==> src/hdl/uart_rx_tx_ring_buffers_macros.svh <==
// assertion helpers used by the top-level module
`ifndef UART_RX_TX_RING_BUFFERS_MACROS_SVH
`define UART_RX_TX_RING_BUFFERS_MACROS_SVH

// same-cycle implication
`define URTB_ASSERT_IMP(label, clk, rst, ante, cons) \
   label: assert property (@(posedge clk) disable iff (rst) (ante) |-> (cons)) \
      else $error("same-cycle check failed");

// next-cycle implication
`define URTB_ASSERT_NXT(label, clk, rst, ante, cons) \
   label: assert property (@(posedge clk) disable iff (rst) (ante) |=> (cons)) \
      else $error("next-cycle check failed");

`endif

==> src/hdl/urtb_pkg.sv <==
package urtb_pkg;

   localparam int RX_DEPTH = 16;
   localparam int TX_DEPTH = 16;

   localparam int RX_PTR_W = $clog2(RX_DEPTH);
   localparam int RX_CNT_W = RX_PTR_W + 1;
   localparam int TX_PTR_W = $clog2(TX_DEPTH);
   localparam int TX_SUM_W = TX_PTR_W + 1;

   localparam int BYTE_W  = 8;
   localparam int KIND_W  = 3;
   localparam int COUNT_W = 4;

   localparam logic [BYTE_W-1:0] BYTE_LF = 8'h0A;
   localparam logic [BYTE_W-1:0] BYTE_CR = 8'h0D;

   typedef enum logic [KIND_W-1:0] {
      KIND_RX_BYTE    = 3'd0,
      KIND_HOST_READ  = 3'd1,
      KIND_HOST_WRITE = 3'd2,
      KIND_TX_DONE    = 3'd3,
      KIND_PEEK       = 3'd4
   } kind_type;

   typedef enum logic [1:0] {
      ST_IDLE,
      ST_EXEC,
      ST_PUSH_LF
   } state_type;

   typedef struct packed {
      logic capture;
      logic execute;
      logic push_lf;
   } cmd_type;

   typedef struct packed {
      logic out_free;
      logic lf_pending;
   } sts_type;

   typedef struct packed {
      logic [BYTE_W-1:0]  read_byte;
      logic [COUNT_W-1:0] rx_count;
      logic [BYTE_W-1:0]  next_byte;
      logic [BYTE_W-1:0]  latest_byte;
      logic               rx_dropped;
      logic               send_valid;
      logic [BYTE_W-1:0]  send_byte;
      logic               write_ok;
      logic               tx_busy;
   } rsp_data_type;

endpackage

==> src/hdl/urtb_ifs.sv <==
interface urtb_req_if import urtb_pkg::*; ();
   logic              valid;
   logic              ready;
   logic [KIND_W-1:0] kind;
   logic [BYTE_W-1:0] rx_line_byte;
   logic [BYTE_W-1:0] write_byte;

   modport source (output valid, kind, rx_line_byte, write_byte, input ready);
   modport sink (input valid, kind, rx_line_byte, write_byte, output ready);
endinterface

interface urtb_rsp_if import urtb_pkg::*; ();
   logic               valid;
   logic               ready;
   logic [BYTE_W-1:0]  read_byte;
   logic [COUNT_W-1:0] rx_count;
   logic [BYTE_W-1:0]  next_byte;
   logic [BYTE_W-1:0]  latest_byte;
   logic               rx_dropped;
   logic               send_valid;
   logic [BYTE_W-1:0]  send_byte;
   logic               write_ok;
   logic               tx_busy;

   modport source (output valid, read_byte, rx_count, next_byte, latest_byte, rx_dropped,
                   send_valid, send_byte, write_ok, tx_busy, input ready);
   modport sink (input valid, read_byte, rx_count, next_byte, latest_byte, rx_dropped,
                 send_valid, send_byte, write_ok, tx_busy, output ready);
endinterface

interface urtb_csr_if;
   logic valid;
   logic ready;
   logic newline_expand;

   modport source (output valid, newline_expand, input ready);
   modport sink (input valid, newline_expand, output ready);
endinterface

==> src/hdl/uart_rx_tx_ring_buffers.sv <==
// Serial-port front end with a receive ring and a transmit ring, each keeping one slot
// empty. When an item is taken, its ring entries are read into registers; the update step
// then applies the pointer update and loads the result register. A new item is accepted
// only once the last is through, and an LF write that queues a CR first adds a step for
// the LF (the transmit store has one write port). The update step waits while the result
// register still holds an untaken result. The receive store needs no clearing pass:
// per-entry valid bits make unwritten entries read as zero. The newline_expand register
// is written through the csr channel, which is always ready.
`include "uart_rx_tx_ring_buffers_macros.svh"

module uart_rx_tx_ring_buffers import urtb_pkg::*; (
   input logic              clock,
   input logic              reset,
   urtb_req_if.sink         req_bus,
   urtb_rsp_if.source       rsp_bus,
   urtb_csr_if.sink         csr_bus
);

   cmd_type      ctl_cmd;
   sts_type      dp_sts;
   rsp_data_type rsp_data;
   logic         rsp_valid;

   urtb_ctrl u_ctrl (
      .clock     (clock),
      .reset     (reset),
      .req_valid (req_bus.valid),
      .req_ready (req_bus.ready),
      .sts       (dp_sts),
      .cmd       (ctl_cmd)
   );

   urtb_dp u_dp (
      .clock              (clock),
      .reset              (reset),
      .cmd                (ctl_cmd),
      .sts                (dp_sts),
      .req_kind           (req_bus.kind),
      .req_rx_line_byte   (req_bus.rx_line_byte),
      .req_write_byte     (req_bus.write_byte),
      .csr_write          (csr_bus.valid),
      .csr_newline_expand (csr_bus.newline_expand),
      .rsp_valid          (rsp_valid),
      .rsp_ready          (rsp_bus.ready),
      .rsp_data           (rsp_data)
   );

   assign csr_bus.ready       = 1'b1;
   assign rsp_bus.valid       = rsp_valid;
   assign rsp_bus.read_byte   = rsp_data.read_byte;
   assign rsp_bus.rx_count    = rsp_data.rx_count;
   assign rsp_bus.next_byte   = rsp_data.next_byte;
   assign rsp_bus.latest_byte = rsp_data.latest_byte;
   assign rsp_bus.rx_dropped  = rsp_data.rx_dropped;
   assign rsp_bus.send_valid  = rsp_data.send_valid;
   assign rsp_bus.send_byte   = rsp_data.send_byte;
   assign rsp_bus.write_ok    = rsp_data.write_ok;
   assign rsp_bus.tx_busy     = rsp_data.tx_busy;

   // a result is never loaded over one still waiting
   `URTB_ASSERT_IMP(a_no_overwrite, clock, reset, ctl_cmd.execute, !rsp_bus.valid || rsp_bus.ready)
   // the block works on one item at a time
   `URTB_ASSERT_NXT(a_one_item, clock, reset, req_bus.valid && req_bus.ready, !req_bus.ready)
   // a queued write always leaves the transmitter busy
   `URTB_ASSERT_IMP(a_write_busy, clock, reset, rsp_bus.valid && rsp_bus.write_ok, rsp_bus.tx_busy)

endmodule

==> src/hdl/urtb_ctrl.sv <==
module urtb_ctrl import urtb_pkg::*; (
   input  logic    clock,
   input  logic    reset,
   input  logic    req_valid,
   output logic    req_ready,
   input  sts_type sts,
   output cmd_type cmd
);

   state_type state_ff;
   state_type state_in;

   always_ff @(posedge clock) begin
      if (reset) begin
         state_ff <= ST_IDLE;
      end else begin
         state_ff <= state_in;
      end
   end

   always_comb begin
      state_in  = state_ff;
      cmd       = '0;
      req_ready = 1'b0;
      case (state_ff)
         ST_IDLE: begin
            req_ready = 1'b1;
            if (req_valid) begin
               cmd.capture = 1'b1;
               state_in    = ST_EXEC;
            end
         end
         ST_EXEC: begin
            // wait here until the result register can take the item
            if (sts.out_free) begin
               cmd.execute = 1'b1;
               state_in    = sts.lf_pending ? ST_PUSH_LF : ST_IDLE;
            end
         end
         ST_PUSH_LF: begin
            cmd.push_lf = 1'b1;
            state_in    = ST_IDLE;
         end
         default: begin
            state_in = ST_IDLE;
         end
      endcase
   end

endmodule

==> src/hdl/urtb_dp.sv <==
module urtb_dp import urtb_pkg::*; (
   input  logic              clock,
   input  logic              reset,
   input  cmd_type           cmd,
   output sts_type           sts,
   input  logic [KIND_W-1:0] req_kind,
   input  logic [BYTE_W-1:0] req_rx_line_byte,
   input  logic [BYTE_W-1:0] req_write_byte,
   input  logic              csr_write,
   input  logic              csr_newline_expand,
   output logic              rsp_valid,
   input  logic              rsp_ready,
   output rsp_data_type      rsp_data
);

   // captured item
   logic [KIND_W-1:0] kind_ff;
   logic [BYTE_W-1:0] line_ff;
   logic [BYTE_W-1:0] wbyte_ff;

   // ring pointers and flags
   logic [RX_PTR_W-1:0] rx_wr_ff, rx_wr_in;
   logic [RX_PTR_W-1:0] rx_rd_ff, rx_rd_in;
   logic [TX_PTR_W-1:0] tx_send_ff, tx_send_in;
   logic [TX_PTR_W-1:0] tx_fill_ff, tx_fill_in;
   logic                busy_ff, busy_in;
   logic                expand_ff;

   // stores, valid bits and registered read data
   logic [BYTE_W-1:0]   rx_store_ff [RX_DEPTH];
   logic [RX_DEPTH-1:0] rx_vld_ff;
   logic [BYTE_W-1:0]   tx_store_ff [TX_DEPTH];
   logic [BYTE_W-1:0]   rx_next_ff;
   logic                rx_next_vld_ff;
   logic [BYTE_W-1:0]   rx_last_ff;
   logic                rx_last_vld_ff;
   logic [BYTE_W-1:0]   tx_head_ff;

   rsp_data_type rsp_data_ff;
   logic         rsp_valid_ff;

   logic [RX_PTR_W-1:0] rx_wr_nxt, rx_rd_nxt, rx_last_ptr, rx_held;
   logic [RX_CNT_W-1:0] rx_wrap_sum;
   logic [TX_PTR_W-1:0] tx_send_nxt, tx_fill_nxt, tx_held;
   logic [TX_SUM_W-1:0] tx_wrap_sum, tx_need, tx_total;
   logic                rx_full, rx_empty, need_two, tx_fits;
   logic [BYTE_W-1:0]   first_byte, rx_next_val, rx_last_val;
   logic                rx_we, tx_we;
   logic [BYTE_W-1:0]   tx_wdata;
   rsp_data_type        res;

   assign rx_wr_nxt   = (rx_wr_ff == RX_PTR_W'(RX_DEPTH - 1)) ? '0 : rx_wr_ff + 1'b1;
   assign rx_rd_nxt   = (rx_rd_ff == RX_PTR_W'(RX_DEPTH - 1)) ? '0 : rx_rd_ff + 1'b1;
   assign rx_last_ptr = (rx_wr_ff == '0) ? RX_PTR_W'(RX_DEPTH - 1) : rx_wr_ff - 1'b1;
   assign tx_send_nxt = (tx_send_ff == TX_PTR_W'(TX_DEPTH - 1)) ? '0 : tx_send_ff + 1'b1;
   assign tx_fill_nxt = (tx_fill_ff == TX_PTR_W'(TX_DEPTH - 1)) ? '0 : tx_fill_ff + 1'b1;

   assign rx_wrap_sum = RX_CNT_W'(rx_wr_ff) + RX_CNT_W'(RX_DEPTH) - RX_CNT_W'(rx_rd_ff);
   assign rx_held     = (rx_wr_ff >= rx_rd_ff) ? rx_wr_ff - rx_rd_ff
                                               : RX_PTR_W'(rx_wrap_sum);
   assign rx_full     = (rx_wr_nxt == rx_rd_ff);
   assign rx_empty    = (rx_wr_ff == rx_rd_ff);

   assign tx_wrap_sum = TX_SUM_W'(tx_fill_ff) + TX_SUM_W'(TX_DEPTH) - TX_SUM_W'(tx_send_ff);
   assign tx_held     = (tx_fill_ff >= tx_send_ff) ? tx_fill_ff - tx_send_ff
                                                   : TX_PTR_W'(tx_wrap_sum);
   assign need_two    = expand_ff && (wbyte_ff == BYTE_LF);
   assign tx_need     = need_two ? TX_SUM_W'(2) : TX_SUM_W'(1);
   assign tx_total    = TX_SUM_W'(tx_held) + tx_need;
   assign tx_fits     = (tx_total <= TX_SUM_W'(TX_DEPTH - 1));
   assign first_byte  = need_two ? BYTE_CR : wbyte_ff;

   // entries never written since reset read as zero
   assign rx_next_val = rx_next_vld_ff ? rx_next_ff : '0;
   assign rx_last_val = rx_last_vld_ff ? rx_last_ff : '0;

   assign sts.out_free   = !rsp_valid_ff || rsp_ready;
   assign sts.lf_pending = (kind_type'(kind_ff) == KIND_HOST_WRITE) && need_two && tx_fits;

   always_comb begin
      res        = '0;
      rx_wr_in   = rx_wr_ff;
      rx_rd_in   = rx_rd_ff;
      tx_send_in = tx_send_ff;
      tx_fill_in = tx_fill_ff;
      busy_in    = busy_ff;
      rx_we      = 1'b0;
      tx_we      = 1'b0;
      tx_wdata   = first_byte;
      if (cmd.execute) begin
         case (kind_type'(kind_ff))
            KIND_RX_BYTE: begin
               if (!rx_full) begin
                  rx_we    = 1'b1;
                  rx_wr_in = rx_wr_nxt;
               end else begin
                  res.rx_dropped = 1'b1;
               end
            end
            KIND_HOST_READ: begin
               if (!rx_empty) begin
                  res.rx_count  = COUNT_W'(rx_held);
                  res.read_byte = rx_next_val;
                  rx_rd_in      = rx_rd_nxt;
               end
            end
            KIND_HOST_WRITE: begin
               if (tx_fits) begin
                  tx_we        = 1'b1;
                  tx_fill_in   = tx_fill_nxt;
                  res.write_ok = 1'b1;
                  // idle transmitter takes the first byte straight away
                  if (!busy_ff) begin
                     res.send_valid = 1'b1;
                     res.send_byte  = first_byte;
                     tx_send_in     = tx_send_nxt;
                     busy_in        = 1'b1;
                  end
               end
            end
            KIND_TX_DONE: begin
               if (tx_send_ff != tx_fill_ff) begin
                  res.send_valid = 1'b1;
                  res.send_byte  = tx_head_ff;
                  tx_send_in     = tx_send_nxt;
               end else begin
                  busy_in = 1'b0;
               end
            end
            KIND_PEEK: begin
               res.rx_count    = COUNT_W'(rx_held);
               res.next_byte   = rx_next_val;
               res.latest_byte = rx_last_val;
            end
            default: begin
            end
         endcase
         res.tx_busy = busy_in;
      end
      // second slot of a cr/lf pair
      if (cmd.push_lf) begin
         tx_we      = 1'b1;
         tx_wdata   = BYTE_LF;
         tx_fill_in = tx_fill_nxt;
      end
   end

   always_ff @(posedge clock) begin
      if (reset) begin
         rx_wr_ff     <= '0;
         rx_rd_ff     <= '0;
         tx_send_ff   <= '0;
         tx_fill_ff   <= '0;
         busy_ff      <= 1'b0;
         expand_ff    <= 1'b0;
         rx_vld_ff    <= '0;
         rsp_valid_ff <= 1'b0;
      end else begin
         rx_wr_ff   <= rx_wr_in;
         rx_rd_ff   <= rx_rd_in;
         tx_send_ff <= tx_send_in;
         tx_fill_ff <= tx_fill_in;
         busy_ff    <= busy_in;
         if (csr_write) begin
            expand_ff <= csr_newline_expand;
         end
         if (rx_we) begin
            rx_vld_ff[rx_wr_ff] <= 1'b1;
         end
         if (cmd.execute) begin
            rsp_valid_ff <= 1'b1;
         end else if (rsp_ready) begin
            rsp_valid_ff <= 1'b0;
         end
      end
   end

   always_ff @(posedge clock) begin
      if (cmd.capture) begin
         kind_ff        <= req_kind;
         line_ff        <= req_rx_line_byte;
         wbyte_ff       <= req_write_byte;
         rx_next_ff     <= rx_store_ff[rx_rd_ff];
         rx_next_vld_ff <= rx_vld_ff[rx_rd_ff];
         rx_last_ff     <= rx_store_ff[rx_last_ptr];
         rx_last_vld_ff <= rx_vld_ff[rx_last_ptr];
         tx_head_ff     <= tx_store_ff[tx_send_ff];
      end
      if (cmd.execute) begin
         rsp_data_ff <= res;
      end
   end

   always_ff @(posedge clock) begin
      if (rx_we) begin
         rx_store_ff[rx_wr_ff] <= line_ff;
      end
   end

   always_ff @(posedge clock) begin
      if (tx_we) begin
         tx_store_ff[tx_fill_ff] <= tx_wdata;
      end
   end

   assign rsp_valid = rsp_valid_ff;
   assign rsp_data  = rsp_data_ff;

endmodule
==> src/flat_wrapper.sv <==
// flat-port wrapper written by rule: the top's interface ports become plain ports
module uart_rx_tx_ring_buffers_flat import urtb_pkg::*;
  (clock, reset, req_bus_valid, req_bus_kind, req_bus_rx_line_byte, req_bus_write_byte, req_bus_ready, rsp_bus_valid, rsp_bus_read_byte, rsp_bus_rx_count, rsp_bus_next_byte, rsp_bus_latest_byte, rsp_bus_rx_dropped, rsp_bus_send_valid, rsp_bus_send_byte, rsp_bus_write_ok, rsp_bus_tx_busy, rsp_bus_ready, csr_bus_valid, csr_bus_newline_expand, csr_bus_ready);
  urtb_req_if req_bus_i ();
  urtb_rsp_if rsp_bus_i ();
  urtb_csr_if csr_bus_i ();
  input logic clock;
  input logic reset;
  input wire logic [$bits(req_bus_i.valid)-1:0] req_bus_valid;
  input wire logic [$bits(req_bus_i.kind)-1:0] req_bus_kind;
  input wire logic [$bits(req_bus_i.rx_line_byte)-1:0] req_bus_rx_line_byte;
  input wire logic [$bits(req_bus_i.write_byte)-1:0] req_bus_write_byte;
  output wire logic [$bits(req_bus_i.ready)-1:0] req_bus_ready;
  output wire logic [$bits(rsp_bus_i.valid)-1:0] rsp_bus_valid;
  output wire logic [$bits(rsp_bus_i.read_byte)-1:0] rsp_bus_read_byte;
  output wire logic [$bits(rsp_bus_i.rx_count)-1:0] rsp_bus_rx_count;
  output wire logic [$bits(rsp_bus_i.next_byte)-1:0] rsp_bus_next_byte;
  output wire logic [$bits(rsp_bus_i.latest_byte)-1:0] rsp_bus_latest_byte;
  output wire logic [$bits(rsp_bus_i.rx_dropped)-1:0] rsp_bus_rx_dropped;
  output wire logic [$bits(rsp_bus_i.send_valid)-1:0] rsp_bus_send_valid;
  output wire logic [$bits(rsp_bus_i.send_byte)-1:0] rsp_bus_send_byte;
  output wire logic [$bits(rsp_bus_i.write_ok)-1:0] rsp_bus_write_ok;
  output wire logic [$bits(rsp_bus_i.tx_busy)-1:0] rsp_bus_tx_busy;
  input wire logic [$bits(rsp_bus_i.ready)-1:0] rsp_bus_ready;
  input wire logic [$bits(csr_bus_i.valid)-1:0] csr_bus_valid;
  input wire logic [$bits(csr_bus_i.newline_expand)-1:0] csr_bus_newline_expand;
  output wire logic [$bits(csr_bus_i.ready)-1:0] csr_bus_ready;
  assign req_bus_i.valid = req_bus_valid;
  assign req_bus_i.kind = req_bus_kind;
  assign req_bus_i.rx_line_byte = req_bus_rx_line_byte;
  assign req_bus_i.write_byte = req_bus_write_byte;
  assign req_bus_ready = req_bus_i.ready;
  assign rsp_bus_valid = rsp_bus_i.valid;
  assign rsp_bus_read_byte = rsp_bus_i.read_byte;
  assign rsp_bus_rx_count = rsp_bus_i.rx_count;
  assign rsp_bus_next_byte = rsp_bus_i.next_byte;
  assign rsp_bus_latest_byte = rsp_bus_i.latest_byte;
  assign rsp_bus_rx_dropped = rsp_bus_i.rx_dropped;
  assign rsp_bus_send_valid = rsp_bus_i.send_valid;
  assign rsp_bus_send_byte = rsp_bus_i.send_byte;
  assign rsp_bus_write_ok = rsp_bus_i.write_ok;
  assign rsp_bus_tx_busy = rsp_bus_i.tx_busy;
  assign rsp_bus_i.ready = rsp_bus_ready;
  assign csr_bus_i.valid = csr_bus_valid;
  assign csr_bus_i.newline_expand = csr_bus_newline_expand;
  assign csr_bus_ready = csr_bus_i.ready;
  uart_rx_tx_ring_buffers u_core (.clock(clock), .reset(reset), .req_bus(req_bus_i), .rsp_bus(rsp_bus_i), .csr_bus(csr_bus_i));
endmodule
==> config.mk <==
export PLATFORM = sky130hd
export DESIGN_NAME = uart_rx_tx_ring_buffers_flat
export DESIGN_NICKNAME = d
export VERILOG_FILES = /design/src/hdl/urtb_pkg.sv /design/src/hdl/urtb_ifs.sv /design/src/hdl/uart_rx_tx_ring_buffers.sv /design/src/hdl/urtb_ctrl.sv /design/src/hdl/urtb_dp.sv /design/src/flat_wrapper.sv
export VERILOG_INCLUDE_DIRS = /design/src /design/src/hdl
export SDC_FILE = /design/constraint.sdc
export NUM_CORES = 1
export LEC_CHECK = 0
export BUFFER_PORTS_ARGS = -buffer_cell sky130_fd_sc_hd__buf_2
export CORE_AREA = 10 10 190 192
export CTS_CLUSTER_DIAMETER = 120
export CTS_CLUSTER_SIZE = 40
export DETAILED_ROUTE_END_ITERATION = 8
export DIE_AREA = 0 0 200 202
export PLACE_DENSITY = 0.69
export SYNTH_ARGS = -nofsm -noshare
export SYNTH_HDL_FRONTEND = slang
export SYNTH_HIERARCHICAL = 1
export SYNTH_SLANG_ARGS = --single-unit
export TNS_END_PERCENT = 50
==> constraint.sdc <==
create_clock -name clock -period 8 [get_ports clock]
set_input_delay 1.6 -clock clock [delete_from_list [all_inputs] [get_ports clock]]
set_output_delay 1.6 -clock clock [all_outputs]
set_load 0.01 [all_outputs]
==> qor.yml <==
status: "complete, no violations"
crit_chain: "or4b_2, nor3_1, nand4b_1, ha_1, fa_1, and2_0, a311oi_2, o21ai_0, nor3_1"
ys_types: 57
ir_worst_vdd_v: 0.0001211
ys_seq_area_share_pct: 68.63
fp-row-count: 66
drt_iter0_drc: 906
crit_family: "simple AND/OR/NAND/NOR gates"
crit_arrival_ps: 4770
ys_ff_latch: 378
end_kind: "flop"
grt_overflow: 0
avgSynthCellArea_um2: 18.16
htreeDepth: 1
cap_viol_max_count: 0
grt_max_degree: 46
synth_fp_nets: 927
hold_viol: 0
max_slew.worst_pin.slew_ps: 1402
fin_crit_sh_pct: 57.75
slew_violations: 0
numPlacedInstances: 1354
finalNonFillerCells: 1377
hpwlAfterDp_mm: 22.08
crit_path_max_fanout: 8
hold_class: "reg -> reg"
start_util_pct: 49.55
vias: 8334
grt_antenna_before_repair: 1
clock-sinks: 378
critPathBufInv: 0
cpMostUsedCell: "nor3_1"
post_drt_via_cell_ratio: 6.052
cts_made_buffers: 14
cts.clk_slew.worst_paths_ps: 140
num-nets-final: 974
gp_congestion: 0.8080
slew_headroom_pct: 6.365
critical_path_class: "reg -> reg"
drtAntennaViolNets: 0
cts_resized: 0
drc_errors: 0
place.port_buffers: 66
yosys_warnings: 6
wl_per_cell_um: 24.96
die_x_um: 200
netlist.area_leader.share_pct: 64.00
antenna_cells: 0
max_freq_mhz: 216.4
die_h_um: 202
cts_tree: "done"
core_area_um2: 32290
p_leak_nw: 5.596
timing.setup.tns_ps: 0
fin_crit_ps: 4620
rsz0062_at_grt: "no"
async_flop_share_pct: 0
die_area_um2: 40400
synth_top_area_cell: "edfxtp_1"
syn-instance-count: 881
ios: 68
cp.required_ps: 8150
slowest_delay_ps: 910
grt_pass1_vias: 8182
clk_latency_ps: 530
routed_wirelength_mm: 34.37
cts_hold_buf: 0
postCtsSetupRepairBufs: 0
root_buffer: "clkbuf_16"
setup_viol: 0
power.density_nw_per_um2: 189.5
synth-main-ff-cell: "edfxtp_1"
cts_max_path_buffers: 3
fin_ws_ps: 3380
grt_pass1_wl_mm: 51.94
cp-start-kind: "flop"
syn_area_um2: 16000
area_growth_pct: 7.883
skew_ps: 49.36
grt_usage_pct: 16.92
cp_slowest_cell: "nor3_1"
dp_slack_ps: 3320
synthTopCellsByArea: "edfxtp_1, mux4_2, dfxtp_1, nor2_1, ha_1"
synth_edf_count: 341
drtPass1Iterations: 5
drive_above_1_share_pct: 25.67
fillers: 2531
[power by group]
part / switching [mW] / internal (mW) / total, mW
sequential: 0.0211 / 2.18 / 2.20
clock: 0.585 / 0.366 / 0.951
combinational: 0.0743 / 0.0409 / 0.115
[final timing paths]
path	slack, ps	to	cells past startpoint	start
max	3380	u_core/u_dp/tx_store_ff[2][4]	9	u_core/u_dp/wbyte_ff[2]
min	490	u_core/u_dp/tx_send_ff[3]	2	u_core/u_dp/tx_send_ff[2]
max reg2reg	3380	u_core/u_dp/tx_store_ff[2][4]	9	u_core/u_dp/wbyte_ff[2]
min reg2reg	490	u_core/u_dp/tx_send_ff[3]	2	u_core/u_dp/tx_send_ff[2]
[stage by stage]
stage	hold WS, ps	area (µm²)	power (mW)	utilization (%)
floorplan	445.9	16000	2.311	-
global placement	466.4	16800	2.363	52.04
detailed placement	474.1	16800	2.366	52.04
CTS	493.5	17260	3.297	53.46
global route	513.3	17260	3.375	53.46
finish	493.9	17260	3.271	53.46
[kinds of logic after synthesis]
group           share of synthesized area [%]
simple gates                            5.662
fa+ha+maj                               1.783
buf+inv                                 1.861
mux                                     17.34
xor+xnor                               0.7585
compound gates                          3.941
other cells                           0.02344
flops                                   68.63
[placed cells by master (no fill, tap or decap), types with 19 or more instances in the layout]
master	netlist	final
mux4_2	121	121
nor2_1	66	65
a22oi_1	19	19
and3_1	29	29
buf_2	13	66
a31oi_1	19	19
nand2_1	34	34
dfxtp_1	37	34
edfxtp_1	341	341
[synthesized netlist by cell type (2+ instances only)]
| library cell | instances |
|---|---|
| ha_1 | 18 |
| a21oi_1 | 18 |
| nand3b_1 | 2 |
| xor2_1 | 7 |
| a311o_1 | 2 |
| a22oi_1 | 19 |
| clkbuf_1 | 25 |
| mux4_2 | 121 |
| buf_2 | 13 |
| nand4_1 | 2 |
| and2_0 | 2 |
| a22o_1 | 8 |
| and2_1 | 4 |
| nand3_1 | 3 |
| fa_1 | 3 |
| edfxtp_1 | 341 |
| mux2i_1 | 5 |
| nor2b_1 | 13 |
| nor3_1 | 7 |
| and3_1 | 29 |
| a21o_1 | 4 |
| nand2_1 | 34 |
| or2_2 | 2 |
| inv_1 | 17 |
| xnor2_1 | 5 |
| buf_1 | 7 |
| nor2_1 | 66 |
| dfxtp_1 | 37 |
| nand2b_1 | 7 |
| o21ai_0 | 11 |
| buf_4 | 5 |
| a31oi_1 | 19 |
[registers in the layout (all words and copies together), names as in the netlist, 8 cells and up]
register / flops
u_core/u_dp/rx_vld_ff: 16
u_core/u_dp/line_ff: 8
u_core/u_dp/tx_head_ff: 8
u_core/u_dp/rx_next_ff: 8
u_core/u_dp/rsp_data: 40
u_core/u_dp/rx_last_ff: 8
u_core/u_dp/wbyte_ff: 8
u_core/u_dp/tx_store_ff: 128
u_core/u_dp/rx_store_ff: 128
[final cells by class]
class	instances	area [µm²]	share of cell area [%]
Tap cell	442	553.0	3.204
Multi-Input combinational cell	435	4751	27.52
Clock buffer	18	386.6	2.240
Sequential cell	378	10980	63.63
Clock inverter	5	72.57	0.4204
Timing Repair Buffer	82	450.4	2.609
Inverter	17	63.81	0.3697
[routing by layer]
layer	global-route usage, %	wire length, µm
met1	25.22	14960
met2	25.94	16010
met3	3.107	2992
met4	2.597	387
met5	0	12
[worst reg2reg max path: cells and delay by family (launching register included)]
kind | cells | cell delay [ps]
AND/OR/NAND/NOR | 5 | 2230
adder cells (fa/ha/maj) | 2 | 670
AO/OA/AOI/OAI | 2 | 930
flip-flops | 1 | 420
Power figures use the tool's default switching activity.
